$ cat config.mk
export PLATFORM = sky130hd
export DESIGN_NAME = hex_keypad_press_with_repeat_flat
export DESIGN_NICKNAME = d
export VERILOG_FILES = /design/src/rtl/hkp_pkg.sv /design/src/rtl/hkp_ifs.sv /design/src/rtl/hkp_cfg_regs.sv /design/src/rtl/hkp_engine.sv /design/src/rtl/hex_keypad_press_with_repeat.sv /design/src/flat_wrapper.sv
export VERILOG_INCLUDE_DIRS = /design/src /design/src/rtl
export SDC_FILE = /design/constraint.sdc
export NUM_CORES = 1
export LEC_CHECK = 0
export BUFFER_PORTS_ARGS = -buffer_cell sky130_fd_sc_hd__buf_2
export CORE_AREA = 4 4 143 145
export CTS_CLUSTER_SIZE = 10
export DETAILED_ROUTE_END_ITERATION = 16
export DIE_AREA = 0 0 147 149
export PLACE_DENSITY_LB_ADDON = 0.15
export SLEW_MARGIN = 40
export SYNTH_ARGS = -nofsm -noshare
export SYNTH_HDL_FRONTEND = slang
export SYNTH_SLANG_ARGS = --single-unit
$ cat constraint.sdc
create_clock -name clk_i -period 4.4 [get_ports clk_i]
set_clock_uncertainty 0.15 [all_clocks]
set_input_delay 0.22 -clock clk_i [delete_from_list [all_inputs] [get_ports clk_i]]
set_output_delay 0.22 -clock clk_i [all_outputs]
set_load 0.01 [all_outputs]
$ cat src/rtl/hex_keypad_press_with_repeat_assert.svh
// Assertion macros for the keypad qualifier.
// Depends on clk_i and rst_ni being visible in the module that expands them.
`ifndef HEX_KEYPAD_PRESS_WITH_REPEAT_ASSERT_SVH
`define HEX_KEYPAD_PRESS_WITH_REPEAT_ASSERT_SVH

`ifndef SYNTHESIS
`define HKP_ASSERT_IMP(lbl, ante, cons) \
  lbl: assert property (@(posedge clk_i) disable iff (!rst_ni) (ante) |-> (cons)) \
    else $error("hkp: same-cycle check failed");
`define HKP_ASSERT_NEXT(lbl, ante, cons) \
  lbl: assert property (@(posedge clk_i) disable iff (!rst_ni) (ante) |=> (cons)) \
    else $error("hkp: next-cycle check failed");
`else
`define HKP_ASSERT_IMP(lbl, ante, cons)
`define HKP_ASSERT_NEXT(lbl, ante, cons)
`endif

`endif

$ cat src/rtl/hkp_pkg.sv
// Shared types, constants and helpers for the keypad qualifier.
// No dependencies.
package hkp_pkg;

  localparam int NumKeys   = 16;
  localparam int KeyIdxW   = 4;
  localparam int RawW      = 16;
  localparam int HeldW     = 16;
  localparam int TickW     = 32;
  localparam int DelayW    = 8;
  localparam int NumCfgRegs = 2;
  localparam int CfgIdxW   = $clog2(NumCfgRegs);

  localparam logic [DelayW-1:0] InitDelayRst = DelayW'(20);
  localparam logic [DelayW-1:0] RepDelayRst  = DelayW'(5);

  localparam logic [CfgIdxW-1:0] RegInitialDelay = CfgIdxW'(0);
  localparam logic [CfgIdxW-1:0] RegRepeatDelay  = CfgIdxW'(1);

  localparam logic FuncSample = 1'b0;
  localparam logic FuncPoll   = 1'b1;

  typedef struct packed {
    logic [DelayW-1:0] initial_delay;
    logic [DelayW-1:0] repeat_delay;
  } hkp_cfg_t;

  typedef struct packed {
    logic             func;
    logic [RawW-1:0]  raw_keys;
    logic [TickW-1:0] tick;
  } hkp_item_t;

  typedef struct packed {
    logic               pressed;
    logic [KeyIdxW-1:0] key_index;
    logic [HeldW-1:0]   held_mask;
  } hkp_result_t;

  function automatic logic [KeyIdxW-1:0] lowest_index(input logic [NumKeys-1:0] v);
    logic [KeyIdxW-1:0] idx;
    idx = '0;
    for (int i = NumKeys - 1; i >= 0; i--) begin
      if (v[i]) begin
        idx = KeyIdxW'(i);
      end
    end
    return idx;
  endfunction

endpackage

$ cat src/rtl/hkp_ifs.sv
// Valid/ready channel interfaces for the keypad qualifier.
// Depends on nothing; widths match hkp_pkg.
interface hkp_in_if;
  logic        valid;
  logic        ready;
  logic        func;
  logic [15:0] raw_keys;
  logic [31:0] tick;

  modport source (output valid, func, raw_keys, tick, input ready);
  modport sink   (input valid, func, raw_keys, tick, output ready);
endinterface

interface hkp_out_if;
  logic        valid;
  logic        ready;
  logic        pressed;
  logic [3:0]  key_index;
  logic [15:0] held_mask;

  modport source (output valid, pressed, key_index, held_mask, input ready);
  modport sink   (input valid, pressed, key_index, held_mask, output ready);
endinterface

$ cat src/rtl/hkp_cfg_regs.sv
// Delay configuration registers for the keypad qualifier.
// Depends on hkp_pkg.
module hkp_cfg_regs (
  input  logic                      clk_i,
  input  logic                      rst_ni,
  input  logic                      cfg_we_i,
  input  logic [hkp_pkg::CfgIdxW-1:0] cfg_idx_i,
  input  logic [hkp_pkg::DelayW-1:0]  cfg_data_i,
  output hkp_pkg::hkp_cfg_t         cfg_o
);
  import hkp_pkg::*;

  hkp_cfg_t cfg_q;

  always_ff @(posedge clk_i or negedge rst_ni) begin
    if (!rst_ni) begin
      cfg_q.initial_delay <= InitDelayRst;
      cfg_q.repeat_delay  <= RepDelayRst;
    end else if (cfg_we_i) begin
      unique case (cfg_idx_i)
        RegInitialDelay: cfg_q.initial_delay <= cfg_data_i;
        RegRepeatDelay:  cfg_q.repeat_delay  <= cfg_data_i;
        default: ;
      endcase
    end
  end

  assign cfg_o = cfg_q;

endmodule

$ cat src/rtl/hkp_engine.sv
// Key state registers and the single-pass sample/poll update logic.
// Depends on hkp_pkg.
module hkp_engine (
  input  logic                 clk_i,
  input  logic                 rst_ni,
  input  hkp_pkg::hkp_cfg_t    cfg_i,
  input  logic                 step_i,
  input  hkp_pkg::hkp_item_t   item_i,
  output hkp_pkg::hkp_result_t res_o
);
  import hkp_pkg::*;

  logic [NumKeys-1:0] prev_q, prev_d, cur_q, cur_d, lock_q, lock_d, rpt_q, rpt_d;
  logic [TickW-1:0]   last_q, last_d;
  logic [DelayW-1:0]  span_q, span_d;

  logic [TickW-1:0]   deadline;
  logic               passed;
  logic [NumKeys-1:0] raw, prev_exp, fresh, diff, chosen;

  assign deadline = last_q + TickW'(span_q);
  assign passed   = item_i.tick >= deadline;
  assign raw      = item_i.raw_keys[NumKeys-1:0];
  assign prev_exp = passed ? (prev_q & ~rpt_q) : prev_q;
  assign fresh    = cur_q & ~prev_exp;
  assign diff     = fresh & ~rpt_q;
  assign chosen   = (diff != '0) ? diff : rpt_q;

  always_comb begin
    prev_d = prev_q;
    cur_d  = cur_q;
    lock_d = lock_q;
    rpt_d  = rpt_q;
    last_d = last_q;
    span_d = span_q;
    res_o.pressed   = 1'b0;
    res_o.key_index = '0;
    unique case (item_i.func)
      FuncSample: begin
        prev_d = cur_q;
        cur_d  = raw;
        lock_d = lock_q & ~(cur_q ^ raw);
        rpt_d  = rpt_q & lock_d;
      end
      FuncPoll: begin
        prev_d = prev_exp;
        if (fresh != '0) begin
          lock_d = lock_q | chosen;
          last_d = item_i.tick;
          span_d = (chosen != rpt_q) ? cfg_i.initial_delay : cfg_i.repeat_delay;
          rpt_d  = chosen & (~chosen + NumKeys'(1));
          res_o.pressed   = 1'b1;
          res_o.key_index = lowest_index(rpt_d);
        end
      end
      default: ;
    endcase
    res_o.held_mask = HeldW'(cur_d & ~lock_d);
  end

  always_ff @(posedge clk_i or negedge rst_ni) begin
    if (!rst_ni) begin
      prev_q <= '0;
      cur_q  <= '0;
      lock_q <= '0;
      rpt_q  <= '0;
      last_q <= '0;
      span_q <= '0;
    end else if (step_i) begin
      prev_q <= prev_d;
      cur_q  <= cur_d;
      lock_q <= lock_d;
      rpt_q  <= rpt_d;
      last_q <= last_d;
      span_q <= span_d;
    end
  end

endmodule

$ cat src/rtl/hex_keypad_press_with_repeat.sv
// Top level of the hex keypad press qualifier with auto-repeat.
// Depends on hkp_pkg, hkp_ifs, hkp_cfg_regs, hkp_engine and the assertion header.
//
//   channel  | dir | fields                      | words
//   in_i     | in  | func, raw_keys, tick        | one per item
//   out_o    | out | pressed, key_index, held_mask| one per item
//   cfg      | in  | cfg_we_i, cfg_idx_i, cfg_data_i | register writes
//
// Each word passes from acceptance to result through the input register, then
// the state update and result register; one word per cycle while out_o is ready.
// Reset clears the key masks, tick stamp and span, and loads the default delays.
// A stalled result holds while the input register still takes one more word.
`include "hex_keypad_press_with_repeat_assert.svh"

module hex_keypad_press_with_repeat (
  input  logic                        clk_i,
  input  logic                        rst_ni,
  hkp_in_if.sink                      in_i,
  hkp_out_if.source                   out_o,
  input  logic                        cfg_we_i,
  input  logic [hkp_pkg::CfgIdxW-1:0] cfg_idx_i,
  input  logic [hkp_pkg::DelayW-1:0]  cfg_data_i
);
  import hkp_pkg::*;

  hkp_cfg_t    cfg;
  hkp_item_t   item_q;
  hkp_result_t res_d, res_q;
  logic        in_vld_q, out_vld_q, advance;

  assign advance     = in_vld_q && (!out_vld_q || out_o.ready);
  assign in_i.ready  = !in_vld_q || advance;

  hkp_cfg_regs u_cfg (
    .clk_i      (clk_i),
    .rst_ni     (rst_ni),
    .cfg_we_i   (cfg_we_i),
    .cfg_idx_i  (cfg_idx_i),
    .cfg_data_i (cfg_data_i),
    .cfg_o      (cfg)
  );

  hkp_engine u_engine (
    .clk_i  (clk_i),
    .rst_ni (rst_ni),
    .cfg_i  (cfg),
    .step_i (advance),
    .item_i (item_q),
    .res_o  (res_d)
  );

  always_ff @(posedge clk_i or negedge rst_ni) begin
    if (!rst_ni) begin
      in_vld_q <= 1'b0;
    end else if (in_i.ready) begin
      in_vld_q <= in_i.valid;
    end
  end

  always_ff @(posedge clk_i) begin
    if (in_i.valid && in_i.ready) begin
      item_q.func     <= in_i.func;
      item_q.raw_keys <= in_i.raw_keys;
      item_q.tick     <= in_i.tick;
    end
  end

  always_ff @(posedge clk_i or negedge rst_ni) begin
    if (!rst_ni) begin
      out_vld_q <= 1'b0;
    end else if (advance) begin
      out_vld_q <= 1'b1;
    end else if (out_o.ready) begin
      out_vld_q <= 1'b0;
    end
  end

  always_ff @(posedge clk_i) begin
    if (advance) begin
      res_q <= res_d;
    end
  end

  assign out_o.valid     = out_vld_q;
  assign out_o.pressed   = res_q.pressed;
  assign out_o.key_index = res_q.key_index;
  assign out_o.held_mask = res_q.held_mask;

  `HKP_ASSERT_IMP(a_ready_when_out_free, !out_vld_q, in_i.ready)
  `HKP_ASSERT_IMP(a_pressed_key_locked, out_vld_q && res_q.pressed, !res_q.held_mask[res_q.key_index])
  `HKP_ASSERT_NEXT(a_sample_quiet, advance && (item_q.func == FuncSample), out_vld_q && !res_q.pressed && (res_q.key_index == '0))

endmodule

$ cat src/flat_wrapper.sv
// flat-port wrapper written by rule: the top's interface ports become plain ports
module hex_keypad_press_with_repeat_flat import hkp_pkg::*;
  (clk_i, rst_ni, cfg_we_i, cfg_idx_i, cfg_data_i, in_i_valid, in_i_func, in_i_raw_keys, in_i_tick, in_i_ready, out_o_valid, out_o_pressed, out_o_key_index, out_o_held_mask, out_o_ready);
  hkp_in_if in_i_i ();
  hkp_out_if out_o_i ();
  input  logic clk_i;
  input  logic rst_ni;
  input  logic cfg_we_i;
  input  logic [hkp_pkg::CfgIdxW-1:0] cfg_idx_i;
  input  logic [hkp_pkg::DelayW-1:0] cfg_data_i;
  input wire logic [$bits(in_i_i.valid)-1:0] in_i_valid;
  input wire logic [$bits(in_i_i.func)-1:0] in_i_func;
  input wire logic [$bits(in_i_i.raw_keys)-1:0] in_i_raw_keys;
  input wire logic [$bits(in_i_i.tick)-1:0] in_i_tick;
  output wire logic [$bits(in_i_i.ready)-1:0] in_i_ready;
  output wire logic [$bits(out_o_i.valid)-1:0] out_o_valid;
  output wire logic [$bits(out_o_i.pressed)-1:0] out_o_pressed;
  output wire logic [$bits(out_o_i.key_index)-1:0] out_o_key_index;
  output wire logic [$bits(out_o_i.held_mask)-1:0] out_o_held_mask;
  input wire logic [$bits(out_o_i.ready)-1:0] out_o_ready;
  assign in_i_i.valid = in_i_valid;
  assign in_i_i.func = in_i_func;
  assign in_i_i.raw_keys = in_i_raw_keys;
  assign in_i_i.tick = in_i_tick;
  assign in_i_ready = in_i_i.ready;
  assign out_o_valid = out_o_i.valid;
  assign out_o_pressed = out_o_i.pressed;
  assign out_o_key_index = out_o_i.key_index;
  assign out_o_held_mask = out_o_i.held_mask;
  assign out_o_i.ready = out_o_ready;
  hex_keypad_press_with_repeat u_core (.clk_i(clk_i), .rst_ni(rst_ni), .in_i(in_i_i), .out_o(out_o_i), .cfg_we_i(cfg_we_i), .cfg_idx_i(cfg_idx_i), .cfg_data_i(cfg_data_i));
endmodule
Yosys cells after proc, flatten, opt, wreduce, memory -nomap -nowiden
Index checks and enable logic that the tools add are counted.
Widths: inputs -> output; s select.
{"block": "op_classes", "add_sub_neg": 2, "multipliers": 0, "div": 0, "magnitude_cmp": 1, "eq_ne": 2, "shifts": 0, "n_mux": 28, "bitwise_logic": 17, "n_reduce_logical": 17}
{"op": "$and 16x16->16", "n": 7}
{"op": "$pmux 16 s2", "n": 3}
{"op": "$mux 16", "n": 5}
{"op": "$not 16->16", "n": 5}
{"op": "$mux 4", "n": 16}
{"op": "$add 32x8->32", "n": 1}
{"op": "$ge 32x32->1", "n": 1}
{"op": "$reduce_bool 16->1", "n": 2}
{"op": "$add 16x1->16 const B", "n": 1}
{"op": "$ne 16x16->1", "n": 1}
{"op": "$or 16x16->16", "n": 1}
{"op": "$xor 16x16->16", "n": 1}
{"op": "$reduce_or 10->1", "n": 1}
{"op": "$mux 8", "n": 1}
{"op": "$reduce_and 2->1", "n": 3}
{"op": "$reduce_or 6->1", "n": 1}
{"op": "$mux 5", "n": 1}
{"op": "$reduce_or 4->1", "n": 1}
{"op": "$not 1->1", "n": 3}
{"op": "$reduce_and 3->1", "n": 1}
{"op": "$reduce_or 3->1", "n": 1}
{"op": "$logic_and 1x1->1", "n": 2}
{"op": "$logic_not 1->1", "n": 2}
{"op": "$logic_or 1x1->1", "n": 2}
{"op": "3 further kinds", "n": 4}
{"block": "totals", "reg_bits": 192, "latchBits": 0, "ram_bits": 0, "rom_bits": 0, "inputBits": 63, "mem_count": 0}

Longest topological paths before layout
Gate-level depths: netlist (run 1).
{"block": "logic_depth", "word_depth": 28, "ltp_mapped": 21, "mapped_depth_nobuf": 18}

By module
Synthesis (run 1) repeated with hierarchy kept, for this count alone.
{"block": "hier_totals", "hier_cells": 971, "hier_area_um2": 10590.2}
{"module": "hkp_engine", "n_inst": 1, "cells_per_inst": 858, "area_per_inst_um2": 7737.4, "seq_area_each_um2": 2602.5}
{"module": "hex_keypad_press_with_repeat", "n_inst": 1, "cells_per_inst": 78, "area_per_inst_um2": 2205.9, "seq_area_each_um2": 2152.1}
{"module": "hkp_cfg_regs", "n_inst": 1, "cells_per_inst": 35, "area_per_inst_um2": 646.9, "seq_area_each_um2": 405.4}

Least setup slack after synthesis (run 1)
No wires, ideal clock.
{"block": "synth_path", "kind": "reg2reg", "start": "register u_core.u_engine.last_q[0]", "end": "register u_core.u_engine.last_q[10]", "arrival_ns": 4.458, "t_required_ns": 4.125, "setup_slack_ns": -0.333, "path_stages_with_launch": 21, "path_buffers": 3, "period_less_slack_ns": 4.733, "path_cell_list": "dfrtp_1 ha_1 inv_1 fa_1 nor2b_1 o21ai_0 a21oi_1 o21ai_0 a211oi_1 clkbuf_1 nand3_1 xor2_1 ha_1 nand4_1 or4_4 a311o_1 a32oi_4 and2_4 buf_12 buf_12 mux2_4"}
{"block": "synth_via", "elab_chain_cells": 7}
{"item": "start, declared", "line": "hkp_engine.sv:14", "source": "logic [TickW-1:0] last_q, last_d;"}
{"item": "start signal, assigned", "line": "hkp_engine.sv:74", "source": "last_q <= last_d;"}
{"item": "$add 32x8->32", "line": "hkp_engine.sv:21", "source": "assign deadline = last_q + TickW'(span_q);"}
{"item": "$ge 32x32->1", "line": "hkp_engine.sv:22", "source": "assign passed = item_i.tick >= deadline;"}
{"item": "$mux 16", "line": "hkp_engine.sv:24", "source": "assign prev_exp = passed ? (prev_q & ~rpt_q) : prev_q;"}
{"item": "$not 16->16", "line": "hkp_engine.sv:25", "source": "assign fresh = cur_q & ~prev_exp;"}
{"item": "$and 16x16->16", "line": "hkp_engine.sv:25"}
{"item": "$reduce_bool 16->1", "line": "hkp_engine.sv:47", "source": "if (fresh != '0) begin"}
{"item": "$reduce_and 3->1 (no source line)"}
No other way between the ends.
A chain may end at the register's enable or synchronous reset.

Worst setup path after layout (run 1)
{"block": "layout_path", "start": "register u_core.u_engine.span_q[0]", "end": "register u_core.u_engine.span_q[6]"}
{"block": "layout_via", "elab_chain_cells": 10}
{"item": "start, declared", "line": "hkp_engine.sv:15", "source": "logic [DelayW-1:0] span_q, span_d;"}
{"item": "start signal, assigned", "line": "hkp_engine.sv:75", "source": "span_q <= span_d;"}
{"item": "$add 32x8->32 (*)", "line": "hkp_engine.sv:21"}
{"item": "$ge 32x32->1 (*)", "line": "hkp_engine.sv:22"}
{"item": "$mux 16 (*)", "line": "hkp_engine.sv:24"}
{"item": "$not 16->16 (*)", "line": "hkp_engine.sv:25"}
{"item": "$and 16x16->16 (*)", "line": "hkp_engine.sv:25"}
{"item": "$and 16x16->16", "line": "hkp_engine.sv:26", "source": "assign diff = fresh & ~rpt_q;"}
{"item": "$reduce_bool 16->1", "line": "hkp_engine.sv:27", "source": "assign chosen = (diff != '0) ? diff : rpt_q;"}
{"item": "$mux 16", "line": "hkp_engine.sv:27"}
{"item": "$ne 16x16->1", "line": "hkp_engine.sv:50", "source": "span_d = (chosen != rpt_q) ? cfg_i.initial_delay : cfg_i.repeat_delay;"}
{"item": "$mux 8", "line": "hkp_engine.sv:50"}
Mark *: on every way between the ends. The rest lies on a longest branch, timed or not.

==> results_dict.tcl, run 1 <==
set metrics [dict create \
    cap_viol_max_count 0 \
    diodes 0 \
    grt_pass1_vias 8251 \
    ir_drop_v 0.000298 \
    num-nets-final 1259 \
    cts.sinks 192 \
    antenna_found_initial 0 \
    yosys_register_bits 192 \
    outcome "finished with violations" \
    routed_wl_um 27500 \
    r2r_slack_ns -0.43 \
    fmax_ghz 0.207 \
    rows 51 \
    grt_pass1_wl_um 44300 \
    worst_r2r_path_depth 22 \
    cp_slowest_stage_delay_ns 0.56 \
    period_needed_ns 4.83 \
    internal-power_w 0.00425 \
    layout-drive-gt1-share_pct 25.2 \
    clkPwrFrac_pct 24.0 \
    synth_flop_cell "dfrtp_1" \
    synth.avg_cell_area_sq_um 10.7 \
    start_kind "flip-flop" \
    crit_slowest_cell "or4_4" \
    crit_arrival_ns 5.01 \
    fp.coreArea_sq_mm 0.0192 \
    worstSetupPathType "reg2reg" \
    pwr-share-seq_pct 38.4 \
    finalSetupViolCount 105 \
    failed_checks "setup timing" \
    maxSlewHeadroom_pct 38.7 \
    fin_cells 1433 \
    r2r_start "u_core.u_engine.span_q[0]$_DFFE_PN0P_" \
    hold-path-cell-count 3 \
    fillers 1493 \
    ant_nets 0 \
    worst-path-max-fanout 9 \
    wire_per_inst_um 19.2 \
    num_vias 8377 \
    hold_ws_ns 0.135 \
    crit_path_start "u_core.u_engine.span_q[0]$_DFFE_PN0P_" \
    end_kind "flip-flop" \
    via_per_inst 5.85 \
    drt_iter0_markers 719 \
    num_io_pins 86 \
    setup.worst_path.end "u_core.u_engine.span_q[6]$_DFFE_PN0P_" \
    cp.required_ns 4.58 \
    ys_seq_area_share_pct 49.3 \
    finalPower_w 0.00672 \
    synthesis.area_sq_mm 0.0105 \
    dpl.cell_count 1324 \
    rsz0062_at_grt "yes" \
    grt_usage_pct 25.4 \
    ys_async_sr_fraction_pct 63.5 \
    root_buffer "clkbuf_16" \
    cts_tree "built" \
    regToRegEndpoint "u_core.u_engine.span_q[6]$_DFFE_PN0P_" \
    crit_family "simple AND/OR/NAND/NOR gates" \
    drc_errors 0 \
    die_w_um 147 \
    crit_buf_inv 5 \
    clk_pin_slew_ns 0.08 \
    gp_routability_congestion 0.925 \
    power_density_mw_per_mm2 518 \
    ys_warn_count 0 \
    grt_max_degree 69 \
    p_leak_nw 5.47 \
    min_path_type "in2reg" \
    clk_latency_ns 0.45 \
    worst_slew_pin_slew_ns 0.919 \
    gr-total-overflow 0 \
    synth_edf_count 70 \
    combPwrFrac_pct 37.6 \
    die-area_sq_mm 0.0219 \
    switching_share_pct 36.7 \
    numCtsBuffers 17 \
    cts_buffer_depth 2 \
    fin_crit_sh_pct 110 \
    switchingPower_w 0.00247 \
    htree_num_levels 4 \
    synth_cells 977 \
    io_buffers 85 \
    start_util_pct 54.5 \
    crit_cells 22 \
    hpwl_um 17900 \
    hold_viol 0 \
    first_pass_iters 7 \
    syn_nets 1081 \
    drv_slew 0 \
    path_cells "ha_2 -> inv_2 -> fa_2 -> nor2b_2 -> o21ai_2 -> a21oi_2 -> o21ai_2 -> a211oi_2 -> buf_6 -> nand3_2 -> xor2_1 -> ha_1 -> nand4_1 -> or4_4 -> buf_6 -> a21oi_4 -> nor3_4 -> a32oi_4 -> and2_4 -> buf_4 -> buf_12 -> mux2_4" \
    syn_to_final_growth_pct 24.0 \
    fin_ws_ns -0.431 \
    synthDistinctLibCells 75 \
    die_h_um 149 \
]
[through the flow]
stage          setup TNS (ns)  area (sq um)  setup WS, ns  utilization [%]
6_report               -28.64         13000        -0.431             67.5
5_1_grt                -50.92         13000        -0.630             67.5
4_1_cts                -20.98         12700        -0.295             65.9
3_5_place_dp           -24.69         11400        -0.385             59.5
3_3_place_gp           -12.41         11400        -0.281             59.4
2_1_floorplan           -3.20         10500       -0.0923                -
[layout make-up]
type / instances / area (sq um) / area share (%)
clock inverters: 13 / 134 / 1.03
clock buffers: 19 / 475 / 3.67
multi-input cells: 703 / 5080 / 39.2
well taps: 265 / 332 / 2.56
repair buffers: 211 / 1680 / 12.9
flip-flops and latches: 192 / 5160 / 39.8
inverters: 30 / 113 / 0.868
[registers in the layout, summed over array words and instances (netlist names)]
| name | count |
|---|---|
| u_core.item_q | 49 |
| u_core.u_engine.last_q | 32 |
| u_core.out_o.held_mask | 16 |
| u_core.u_cfg.cfg_o | 16 |
| u_core.u_engine.cur_q | 16 |
| u_core.u_engine.lock_q | 16 |
| u_core.u_engine.prev_q | 16 |
| u_core.u_engine.rpt_q | 16 |
| u_core.u_engine.span_q | 8 |
| u_core.out_o.key_index | 4 |
| u_core.in_vld_q | 1 |
| u_core.out_o.pressed | 1 |
| u_core.out_o.valid | 1 |
[Yosys cell counts, types with 5 or more instances]
| master | instances | area [sq um] |
|---|---|---|
| mux2_4 | 35 | 526 |
| nand4_1 | 10 | 62.6 |
| a31oi_1 | 21 | 131 |
| and3_1 | 9 | 56.3 |
| o2111ai_1 | 5 | 43.8 |
| xnor2_1 | 24 | 210 |
| buf_12 | 5 | 100 |
| inv_1 | 29 | 109 |
| nand3_1 | 29 | 145 |
| edfxtp_1 | 70 | 2100 |
| nor3_1 | 11 | 55.1 |
| nand3b_1 | 7 | 52.6 |
| a21oi_1 | 64 | 320 |
| a221o_1 | 14 | 140 |
| nor3b_1 | 15 | 113 |
| nor4_1 | 9 | 56.3 |
| clkbuf_1 | 32 | 120 |
| dfrtp_1 | 118 | 2950 |
| and2_1 | 8 | 50.1 |
| nor2_1 | 40 | 150 |
| mux2i_1 | 7 | 70.1 |
| mux2_2 | 22 | 248 |
| ha_1 | 40 | 500 |
| xor2_1 | 21 | 184 |
| nand2b_1 | 18 | 113 |
| o21ai_0 | 64 | 320 |
| nor2b_1 | 9 | 56.3 |
| o211ai_1 | 8 | 60.1 |
| nand2_1 | 134 | 503 |
| buf_2 | 12 | 60.1 |
| a21o_1 | 9 | 67.6 |
[cells in the final DEF (no fill, tap or decap), drive strengths merged, types with 5 or more instances in the layout]
cell,n
nor2,41
and3,9
nand3b,7
mux2i,7
a31oi,21
mux2,57
dlygate4sd3,61
nand2b,19
o2111ai,5
o21ai,65
nand4,10
buf,149
xor2,21
o211ai,8
clkbuf,20
xnor2,24
nor4,10
clkinv,5
a21o,9
inv,38
ha,40
nor3b,17
nor2b,9
nand3,29
nand2,135
a21oi,64
and2,9
dfrtp,118
a221o,14
nor3,13
edfxtp,70
[power by group through the flow]
| stage | combinational (W) | clock (W) | sequential (W) |
|---|---|---|---|
| 2_1_floorplan | 0.00164 | 0 | 0.00249 |
| 3_3_place_gp | 0.00225 | 0 | 0.00259 |
| 3_5_place_dp | 0.00228 | 0 | 0.00260 |
| 4_1_cts | 0.00236 | 0.00163 | 0.00257 |
| 5_1_grt | 0.00279 | 0.00171 | 0.00263 |
| 6_report | 0.00252 | 0.00161 | 0.00258 |
[repair_timing]
item / CTS / global route
resized for setup: 4 / 43
setup endpoints to repair: 105 / 109
hold buffers: 61 / 0
cloned: 0 / 2
pin swaps: 1 / 23
hold endpoints to repair: 128 / 0
buffers inserted: 1 / 13
[worst reg2reg max path, delay by kind of cell, from the launching register on]
kind	cells	cell delay [ns]
AO/OA/AOI/OAI	6	1.03
XOR/XNOR	1	0.15
adder cells (fa/ha/maj)	3	0.85
buffers and inverters	5	0.64
flip-flops	1	0.37
multiplexers	1	0.31
AND/OR/NAND/NOR	6	1.25
[worst min-delay path by stage]
stage / endpoint / startpoint / slack [ns]
finish: u_core.u_cfg.cfg_o[14]$_DFFE_PN0P_ / cfg_idx_i / 0.14
global route: u_core.u_cfg.cfg_o[10]$_DFFE_PN1P_ / cfg_idx_i / 0.14
CTS: u_core.u_cfg.cfg_o[14]$_DFFE_PN0P_ / cfg_idx_i / 0.13
detailed placement: u_core.u_engine.last_q[19]$_DFFE_PN0P_ / rst_ni / 0.12
global placement: u_core.u_engine.last_q[17]$_DFFE_PN0P_ / rst_ni / 0.25
floorplan: u_core.in_vld_q$_DFFE_PN0N_ / rst_ni / -0.23
[metal layers]
layer / part of all wire, % / track usage, %
met5: 0 / 0
met4: 1.6 / 6.43
met3: 6.7 / 4.86
met2: 46 / 40.5
met1: 46 / 36.2
[kinds of logic (layout without fill, tap and decap cells)]
kind of cell,count (synthesis),count (layout),share of synthesized area [%]
AND/OR/NAND/NOR,319,319,15.4
flip-flops,192,192,49.3
buffers and inverters,82,273,3.95
adder cells (fa/ha/maj),41,41,4.98
AO/OA/AOI/OAI,234,234,14.6
multiplexers,64,64,8.06
XOR/XNOR,45,45,3.77
Note: power is estimated with default switching activity, not from simulation.
==> inputs of run 2 (changes only) <==
--- a/config.mk
+++ b/config.mk
@@ -11,6 +11,7 @@
 export CTS_CLUSTER_SIZE = 10
 export DETAILED_ROUTE_END_ITERATION = 16
 export DIE_AREA = 0 0 147 149
+export MAX_ROUTING_LAYER = met4
 export PLACE_DENSITY_LB_ADDON = 0.15
 export SLEW_MARGIN = 40
 export SYNTH_ARGS = -nofsm -noshare
==> results_dict.tcl, run 2 (synthesis gave the netlist of run 1 again) <==
set metrics [dict create \
    fin_crit_sh_pct 106 \
    root_buffer "clkbuf_16" \
    worst_r2r_path_depth 16 \
    met2WireLength_um 12200 \
    cts.sinks 192 \
    combPwrFrac_pct 37.1 \
    dpl_cell_area_sq_mm 0.0114 \
    gp_routability_congestion 0.951 \
    met3WireLength_um 1440 \
    grt_pass1_vias 7974 \
    wire_per_inst_um 18.8 \
    final_core_utilization_pct 65.9 \
    crit_slowest_cell "or4_4" \
    outcome "finished with violations" \
    largest_reg_flops 49 \
    first_pass_iters 5 \
    ir_drop_v 0.000288 \
    period_needed_ns 4.66 \
    crit_arrival_ns 4.79 \
    clk_pin_slew_ns 0.07 \
    failed_checks "setup timing" \
    pwr-share-seq_pct 39.5 \
    internal-power_w 0.00416 \
    maxSlewHeadroom_pct 51.8 \
    r2r_slack_ns -0.26 \
    fmax_ghz 0.215 \
    dpl.cell_count 1325 \
    hpwl_um 18000 \
    fp.coreArea_sq_mm 0.0192 \
    grt_usage_pct 25.9 \
    htree_num_levels 4 \
    crit_path_start "u_core.u_engine.last_q[1]$_DFFE_PN0P_" \
    worst_slew_pin_slew_ns 0.724 \
    cp_slowest_stage_delay_ns 0.53 \
    hold_viol 0 \
    path_cells "ha_1 -> a21o_1 -> a21oi_1 -> o21ai_0 -> a31oi_2 -> o21ba_2 -> nor4_1 -> xnor2_1 -> ha_1 -> nand4_1 -> or4_4 -> a311o_1 -> a32oi_4 -> buf_4 -> and2_2 -> o31a_1" \
    fin_cells 1421 \
    clk_latency_ns 0.44 \
    r2r_start "u_core.u_engine.last_q[1]$_DFFE_PN0P_" \
    layout_commonest_cell "nand2_1" \
    grt_pass1_wl_um 43700 \
    switchingPower_w 0.00235 \
    finalSetupViolCount 102 \
    routedLengthMet1_um 12600 \
    rsz0062_at_grt "yes" \
    end_kind "flip-flop" \
    drt_iter0_markers 802 \
    power_density_mw_per_mm2 514 \
    grt_max_degree 69 \
    p_leak_nw 5.35 \
    hold-path-cell-count 3 \
    antenna_found_initial 0 \
    worst-path-max-fanout 12 \
    cts_buffer_depth 2 \
    largestRegisters "u_core.item_q x49, u_core.u_engine.last_q x32" \
    switching_share_pct 36.1 \
    fin_area_sq_mm 0.0127 \
    start_kind "flip-flop" \
    rows 51 \
    diodes 0 \
    numCtsBuffers 17 \
    fin_ws_ns -0.257 \
    ant_nets 0 \
    routed_wl_um 26700 \
    worstSetupPathType "reg2reg" \
    largest_register "u_core.item_q" \
    num_vias 8176 \
    cp.required_ns 4.53 \
    setup.worst_path.end "u_core.out_o.key_index[1]$_SDFFCE_PP0P_" \
    via_per_inst 5.75 \
    layout-drive-gt1-share_pct 22.8 \
    pre_cts_slack_ns -0.334 \
    cts_tree "built" \
    clkPwrFrac_pct 23.4 \
    min_path_type "in2reg" \
    die-area_sq_mm 0.0219 \
    final_cell_mix "nand2_1, dfrtp_1, buf_2" \
    cap_viol_max_count 0 \
    topRoutingLayerUsed "met4" \
    start_util_pct 54.5 \
    io_buffers 85 \
    finalPower_w 0.00651 \
    drv_slew 0 \
    gr-total-overflow 0 \
    regToRegEndpoint "u_core.out_o.key_index[1]$_SDFFCE_PP0P_" \
    crit_path_frequent_cell "ha_1" \
    drc_errors 0 \
    die_h_um 149 \
    num_io_pins 86 \
    die_w_um 147 \
    num-nets-final 1247 \
    syn_to_final_growth_pct 21.0 \
]
## run 2: power by group through the flow
stage	combinational, W	sequential, W	clock (W)
floorplan	0.00164	0.00249	0
global placement	0.00226	0.00258	0
detailed placement	0.00228	0.00259	0
CTS	0.00239	0.00256	0.00155
global route	0.00269	0.00262	0.00163
finish	0.00242	0.00257	0.00152
## run 2: final cells by class
cell class | count | area, sq um
clock inverter | 13 | 115
inverter | 30 | 113
multi-input combinational | 703 | 4940
tap | 265 | 332
sequential | 192 | 5160
timing repair buffer | 199 | 1530
fill | 1529 | 6550
clock buffer | 19 | 464
## run 2: worst min path at each step
stage | startpoint | slack, ns | end
after global placement | rst_ni | 0.19 | u_core.u_engine.last_q[17]$_DFFE_PN0P_
after global routing | cfg_idx_i | 0.15 | u_core.u_cfg.cfg_o[14]$_DFFE_PN0P_
after detailed placement | rst_ni | 0.20 | u_core.u_engine.last_q[19]$_DFFE_PN0P_
after floorplan | rst_ni | -0.23 | u_core.in_vld_q$_DFFE_PN0N_
final | cfg_idx_i | 0.15 | u_core.u_cfg.cfg_o[14]$_DFFE_PN0P_
after CTS | cfg_idx_i | 0.14 | u_core.u_cfg.cfg_o[14]$_DFFE_PN0P_
## run 2: worst max-delay path, delay by kind of cell (launching register included)
family	cells	cell delay, ns
compound gates	8	1.94
simple gates	4	1.01
fa+ha+maj	2	0.61
flops	1	0.41
buf+inv	1	0.25
xor+xnor	1	0.14
## run 2: repair_timing
action / in CTS / in global routing
resized for setup: 7 / 1
endpoints found under the setup margin: 105 / 109
buffers inserted: 3 / 0
pin swaps: 2 / 2
endpoints found under the hold margin: 121 / 0
hold buffers: 61 / 0
## run 2: per-stage QoR
| step | hold WS (ns) | setup TNS [ns] |
|---|---|---|
| floorplan | -0.226 | -3.20 |
| global placement | 0.194 | -10.96 |
| detailed placement | 0.198 | -20.97 |
| CTS | 0.142 | -15.80 |
| global route | 0.151 | -44.46 |
| finish | 0.150 | -16.77 |
## run 2: per-layer routing
metal	vias to the layer above	global-route usage, %
met5	-	-
met3	39	4.38
met2	268	39.0
met4	0	6.10
li1	3907	-
met1	3962	37.3
